==> config.mk <==
export PLATFORM = sky130hd
export DESIGN_NAME = stable_sorted_priority_queue
export DESIGN_NICKNAME = d
export VERILOG_FILES = /design/src/rtl/core/sspq_pkg.sv /design/src/rtl/core/sspq_cell.sv /design/src/rtl/core/stable_sorted_priority_queue.sv
export SDC_FILE = /design/constraint.sdc
export NUM_CORES = 2
export LEC_CHECK = 0
export ABC_AREA = 1
export BUFFER_PORTS_ARGS = -buffer_cell sky130_fd_sc_hd__buf_2
export CAP_MARGIN = 15
export CELL_PAD_IN_SITES_DETAIL_PLACEMENT = 1
export CELL_PAD_IN_SITES_GLOBAL_PLACEMENT = 2
export CORE_UTILIZATION = 41
export DETAILED_ROUTE_END_ITERATION = 8
export PLACE_DENSITY = 0.83
export SLEW_MARGIN = 20
export SYNTH_ARGS = -nofsm -noshare
export SYNTH_HDL_FRONTEND = slang
export SYNTH_SLANG_ARGS = --single-unit
==> constraint.sdc <==
create_clock -name clk -period 11.51 [get_ports clk]
set_clock_uncertainty 0.2 [all_clocks]
set_input_delay 2.302 -clock clk [delete_from_list [all_inputs] [get_ports clk]]
set_output_delay 2.302 -clock clk [all_outputs]
set_load 0.1 [all_outputs]
==> src/rtl/core/sspq_pkg.sv <==
package sspq_pkg;

    localparam int PRIO_W    = 16;
    localparam int PAYLOAD_W = 16;
    localparam int COUNT_W   = 5;

    typedef enum logic [1:0] {
        ST_DONE  = 2'd0,
        ST_FULL  = 2'd1,
        ST_EMPTY = 2'd2
    } status_t;

    typedef struct packed {
        logic [PRIO_W-1:0]    prio;
        logic [PAYLOAD_W-1:0] payload;
    } entry_t;

    typedef struct packed {
        logic              push;
        logic              pop;
        logic [PRIO_W-1:0] prio;
        entry_t            entry;
    } cmd_t;

endpackage

==> src/rtl/core/sspq_cell.sv <==
module sspq_cell #(
    parameter int IDX = 0,
    parameter int CW  = 5
) (
    input  logic            clk,
    input  sspq_pkg::cmd_t  cmd,
    input  logic [CW-1:0]   count,
    input  logic            prev_ge,
    input  sspq_pkg::entry_t prev_entry,
    input  sspq_pkg::entry_t next_entry,
    output logic            ge,
    output sspq_pkg::entry_t entry
);
    import sspq_pkg::*;

    entry_t entry_reg;
    entry_t entry_next;
    logic   occupied;

    assign occupied = CW'(IDX) < count;
    assign ge       = occupied && (entry_reg.prio >= cmd.prio);
    assign entry    = entry_reg;

    always_comb
    begin
        entry_next = entry_reg;
        if (cmd.push)
        begin
            if (ge)
            begin
                entry_next = entry_reg;
            end
            else if (prev_ge)
            begin
                entry_next = cmd.entry;
            end
            else
            begin
                entry_next = prev_entry;
            end
        end
        else if (cmd.pop)
        begin
            entry_next = next_entry;
        end
    end

    always_ff @(posedge clk)
    begin
        entry_reg <= entry_next;
    end

endmodule

==> src/rtl/core/stable_sorted_priority_queue.sv <==
// Stable sorted priority queue of DEPTH entries held in a row of cells, head at cell 0.
// Each cell compares its own priority with a pushed one and keeps its entry or takes the
// new entry, its left neighbor's entry or its right neighbor's entry. An item is taken
// every cycle while the result register is free or being drained; its result is
// registered and appears in the cycle after the transfer. Ties leave in arrival order.
// A push to a full queue and a pop from an empty one leave the queue as it was and are
// reported in status; entry_count shows the low 5 bits of the count after the item.
module stable_sorted_priority_queue #(
    parameter int DEPTH = 16
) (
    input  logic        clk,
    input  logic        rst_n,
    input  logic        s_tvalid,
    output logic        s_tready,
    input  logic [31:0] s_tdata,  // priority_in[15:0], payload_in[31:16]
    input  logic [0:0]  s_tuser,  // action[0]
    output logic        m_tvalid,
    input  logic        m_tready,
    output logic [39:0] m_tdata,  // priority_out[15:0], payload_out[31:16],
                                  // entry_count[36:32], zero[39:37]
    output logic [1:0]  m_tuser   // status[1:0]
);
    import sspq_pkg::*;

    localparam int CW = $clog2(DEPTH + 1);

    logic [CW-1:0]  count_reg;
    logic [CW-1:0]  count_next;
    logic           out_valid_reg;
    status_t        status_reg;
    status_t        status_next;
    entry_t         out_entry_reg;
    entry_t         out_entry_next;
    logic [CW-1:0]  out_count_reg;

    logic           accept;
    logic           is_pop;
    logic           full;
    logic           empty;
    cmd_t           cmd;
    entry_t         cell_q   [DEPTH];
    entry_t         prev_e_w [DEPTH];
    entry_t         next_e_w [DEPTH];
    logic [DEPTH-1:0] ge_w;
    logic [DEPTH-1:0] prev_ge_w;
    logic [CW+4:0]  count_ext;

    assign s_tready = !out_valid_reg || m_tready;
    assign accept   = s_tvalid && s_tready;
    assign is_pop   = s_tuser[0];
    assign full     = count_reg == CW'(DEPTH);
    assign empty    = count_reg == '0;

    assign cmd.push          = accept && !is_pop && !full;
    assign cmd.pop           = accept && is_pop && !empty;
    assign cmd.prio          = s_tdata[15:0];
    assign cmd.entry.prio    = s_tdata[15:0];
    assign cmd.entry.payload = s_tdata[31:16];

    for (genvar i = 0; i < DEPTH; i++)
    begin : g_cell
        if (i == 0)
        begin : g_head
            assign prev_ge_w[i] = 1'b1;
            assign prev_e_w[i]  = cmd.entry;
        end
        else
        begin : g_body
            assign prev_ge_w[i] = ge_w[i-1];
            assign prev_e_w[i]  = cell_q[i-1];
        end
        if (i == DEPTH - 1)
        begin : g_tail
            assign next_e_w[i] = cell_q[i];
        end
        else
        begin : g_mid
            assign next_e_w[i] = cell_q[i+1];
        end

        sspq_cell #(
            .IDX (i),
            .CW  (CW)
        ) u_cell (
            .clk        (clk),
            .cmd        (cmd),
            .count      (count_reg),
            .prev_ge    (prev_ge_w[i]),
            .prev_entry (prev_e_w[i]),
            .next_entry (next_e_w[i]),
            .ge         (ge_w[i]),
            .entry      (cell_q[i])
        );
    end

    always_comb
    begin
        count_next     = count_reg;
        status_next    = ST_DONE;
        out_entry_next = '0;
        if (is_pop)
        begin
            if (empty)
            begin
                status_next = ST_EMPTY;
            end
            else
            begin
                out_entry_next = cell_q[0];
                count_next     = count_reg - CW'(1);
            end
        end
        else
        begin
            if (full)
            begin
                status_next = ST_FULL;
            end
            else
            begin
                count_next = count_reg + CW'(1);
            end
        end
    end

    always_ff @(posedge clk or negedge rst_n)
    begin
        if (!rst_n)
        begin
            count_reg     <= '0;
            out_valid_reg <= 1'b0;
        end
        else
        begin
            if (accept)
            begin
                count_reg     <= count_next;
                out_valid_reg <= 1'b1;
            end
            else if (m_tready)
            begin
                out_valid_reg <= 1'b0;
            end
        end
    end

    always_ff @(posedge clk)
    begin
        if (accept)
        begin
            status_reg    <= status_next;
            out_entry_reg <= out_entry_next;
            out_count_reg <= count_next;
        end
    end

    assign count_ext = {5'd0, out_count_reg};
    assign m_tvalid  = out_valid_reg;
    assign m_tuser   = status_reg;
    assign m_tdata   = {3'd0, count_ext[4:0], out_entry_reg.payload, out_entry_reg.prio};

`ifndef SYNTHESIS
    a_count_bound: assert property (@(posedge clk) disable iff (!rst_n)
        count_reg <= CW'(DEPTH))
        else $error("entry count above depth");

    a_full_hold: assert property (@(posedge clk) disable iff (!rst_n)
        accept && !is_pop && full |=> count_reg == $past(count_reg))
        else $error("dropped push changed the count");

    a_pop_dec: assert property (@(posedge clk) disable iff (!rst_n)
        accept && is_pop && !empty |=> count_reg == $past(count_reg) - CW'(1))
        else $error("pop did not decrement the count");

    a_result: assert property (@(posedge clk) disable iff (!rst_n)
        accept |=> m_tvalid && out_count_reg == count_reg)
        else $error("transfer produced no matching result");
`endif

endmodule

==> impl_metrics.csv <==
group,metric,value,unit
sta,finalHoldViolCount,0,
die,rows,106,
critical_path,path_class,"input port to register",
synth,ys_seq_area_share,47.6,%
synth,synth_ff_type,"edfxtp_1",
power_and_ir_drop,p_int,4.81,mW
critical_path,critPathMaxFanout,32,
route,top_layer,"met4",
power_and_ir_drop,power_frac_seq,40.3,%
grt,grt_max_degree,100,
grt,grt_pass1_vias,29100,
route,wl_met2,45.8,mm
sta,layout_min_cycle_time,6710,ps
sta,max_freq,0.149,GHz
die,die_h,295,um
die,initial_core_util,41.7,%
die,io_pins,81,
cells_and_area,area_growth,10.1,%
critical_path,crit_path_top_delay_cell,"nand2_1",
sta,setup_viol,0,
synth,yosysWarnings,0,
sta,grt_setup_unrepaired,"false",
route,drt_drc_violations_left,0,
status,status,"finished clean",
clock_tree,cts_max_level,3,
synth,postSynthCellCount,4604,
critical_path,r2r_cells,10,
cells_and_area,layout.nets,4929,
cells_and_area,largest_register_ff_count,512,
critical_path,crit_required,11610,ps
sta,drv_slew,0,
die,core_area,0.0842,mm2
grt,grt_usage,24.0,%
cells_and_area,fin_util,45.9,%
power_and_ir_drop,pwr-share-comb,32.5,%
clock_tree,cts_sinks,557,
placement,place.gp.congestion,0.823,
route,drt-initial-drc-count,1473,
synth,synth-async-reset-ratio,1.08,%
placement,port_buffers,77,
clock_tree,cts_tree,"built",
route,num_vias,28000,
placement,hpwl,73.5,mm
die,fp.dieArea,0.0867,mm2
critical_path,cp_cell_sequence,"buf_2, inv_1, buf_4, ha_1, a21oi_1, o21ai_0, a21oi_1, nand3_1, nand2_1, buf_4, nand2_1, nand2_1, buf_4",
clock_tree,cts_hold_buf,0,
hold_path,hp-class,"register to register",
power_and_ir_drop,p_clk_share,27.2,%
hold_path,holdPathStages,2,
grt,grt_pass1_wl,165,mm
power_and_ir_drop,cellPowerDensity,203,mW/mm2
grt,antenna_found_initial,0,
route,ant_nets,0,
sta,worst_pin_slew,1100,ps
critical_path,cp-start-kind,"input port",
synth,syn_area,0.0351,mm2
clock_tree,clockBufferDepth,3,
die,dieWidth,295,um
cells_and_area,antennaDiodeCount,0,
critical_path,cpPeakStageDelay,860,ps
route,vias_per_cell,4.81,
sta,slew_headroom,26.5,%
critical_path,crit_arrival,6810,ps
cells_and_area,final_cell_mix,"nand2_1, inv_1, edfxtp_1",
synth,synth_area_leaders,"edfxtp_1, nand2_1, ha_1",
critical_path,end_kind,"register",
route,wl_met3,3.47,mm
run,cap_violations,0,
synth,synth_cell_type_count,32,
power_and_ir_drop,p_leak,22.0,nW
sta,whs,318,ps
route,drtPass1Iterations,5,
clock_tree,cts_buffers,71,
route,wl_per_cell,17.5,um
clock_tree,clockRootBuffer,"clkbuf_16",
route,wl_met1,50.4,mm
power_and_ir_drop,peakVddDrop,0.000103,V
clock_tree,post_cts_resize_count,0,
synth,syn_avg_cell_area,7.62,um2
synth,synth_top_area_cell,"edfxtp_1",
power_and_ir_drop,switchingPower,3.01,mW
power_and_ir_drop,p_sw_share,38.5,%
cells_and_area,final_common_cell,"nand2_1",
route,wirelength,102,mm
clock_tree,clk_latency,630,ps
cells_and_area,drive_gt1_share,6.04,%
clock_tree,postCtsSetupBuffers,0,
clock_tree,path_clk_slew,60,ps
sta,fin_tns_setup,0,ps
grt,grt_overflow,0,
synth,yosysTopAreaCellShare,47.2,%
sta,fin_crit_sh,58.3,%
synth,ys_ff_latch,557,
synth,synth_edf_count,551,
logic make-up after synthesis:
logic type / after synthesis / synth area share [%]
compound gates: 227 / 3.60
xor+xnor: 5 / 0.125
fa+ha+maj: 259 / 9.24
buf+inv: 757 / 8.74
flops: 557 / 47.6
other cells: 1 / 0.0107
simple gates: 2798 / 30.7
routing by layer:
| metal | track usage (%) | vias to the layer above |
|---|---|---|
| li1 | - | 14400 |
| met1 | 34.0 | 13100 |
| met2 | 38.9 | 398 |
| met3 | 2.65 | 114 |
| met4 | 6.26 | 0 |
| met5 | 0 | - |
power by group through the flow:
stage          Sequential, mW  Clock [mW]  Combinational [mW]
2_1_floorplan            3.23           0                1.73
3_3_place_gp             3.19           0                2.49
3_5_place_dp             3.19           0                2.56
4_1_cts                  3.16        2.18                2.58
5_1_grt                  3.21        2.26                2.92
6_report                 3.15        2.13                2.54
critical path: cells and delay by family:
family,cells,cell delay [ps]
simple gates,4,2240
fa+ha+maj,1,310
buf+inv,5,1310
compound gates,3,540
stage by stage:
stage                     instance area [um2]  total power, mW  instances  setup slack (ps)
final                                   38600             7.82       5820              4800
after global routing                    38600             8.39       5820              4510
after CTS                               38600             7.92       5820              4840
after detailed placement                36500             5.75       5694              4160
after global placement                  36500             5.68       5694              4320
after floorplan                         35100             4.97       4606              5400
final timing paths:
kind / slack, ps / start / endpoint
worst min-delay path: 320 / g_cell[15].u_cell.entry[0]$_DFFE_PP_ / g_cell[14].u_cell.entry[0]$_DFFE_PP_
worst max-delay path: 4800 / s_tdata[9] / g_cell[14].u_cell.entry[7]$_DFFE_PP_
worst min register to register: 320 / g_cell[15].u_cell.entry[0]$_DFFE_PP_ / g_cell[14].u_cell.entry[0]$_DFFE_PP_
min in group asynchronous: 1310 / rst_n / m_tvalid$_DFFE_PN0P_
worst max register to register: 6530 / g_cell[14].u_cell.entry[25]$_DFFE_PP_ / g_cell[14].u_cell.entry[7]$_DFFE_PP_
max in group asynchronous: 9630 / rst_n / count_reg[3]$_DFFE_PN0P_
Yosys cell counts, types with 2 or more instances:
| cell type | instances |
|---|---|
| o21bai_1 | 25 |
| dfrtp_1 | 6 |
| buf_2 | 128 |
| nand3_1 | 51 |
| nand4_1 | 29 |
| a21boi_0 | 11 |
| buf_6 | 4 |
| nor2_1 | 95 |
| nor3_1 | 8 |
| clkbuf_1 | 49 |
| nand2_2 | 39 |
| nand2_1 | 2573 |
| xor2_1 | 3 |
| inv_1 | 562 |
| ha_1 | 259 |
| nor2_2 | 2 |
| o21ai_0 | 75 |
| inv_2 | 4 |
| edfxtp_1 | 551 |
| buf_4 | 9 |
| xnor2_1 | 2 |
| o21ai_1 | 2 |
| o21a_1 | 5 |
| a21oi_1 | 104 |
area by class of cell:
class                   instances  area (um2)
fillers                     10400       45600
flip-flops and latches        557       16700
multi-input cells            3292       15300
inverters                     567        2140
clock buffers                  95        1900
well taps                    1134        1420
repair buffers                144         888
clock inverters                31         259
Power figures use the tool's default switching activity.
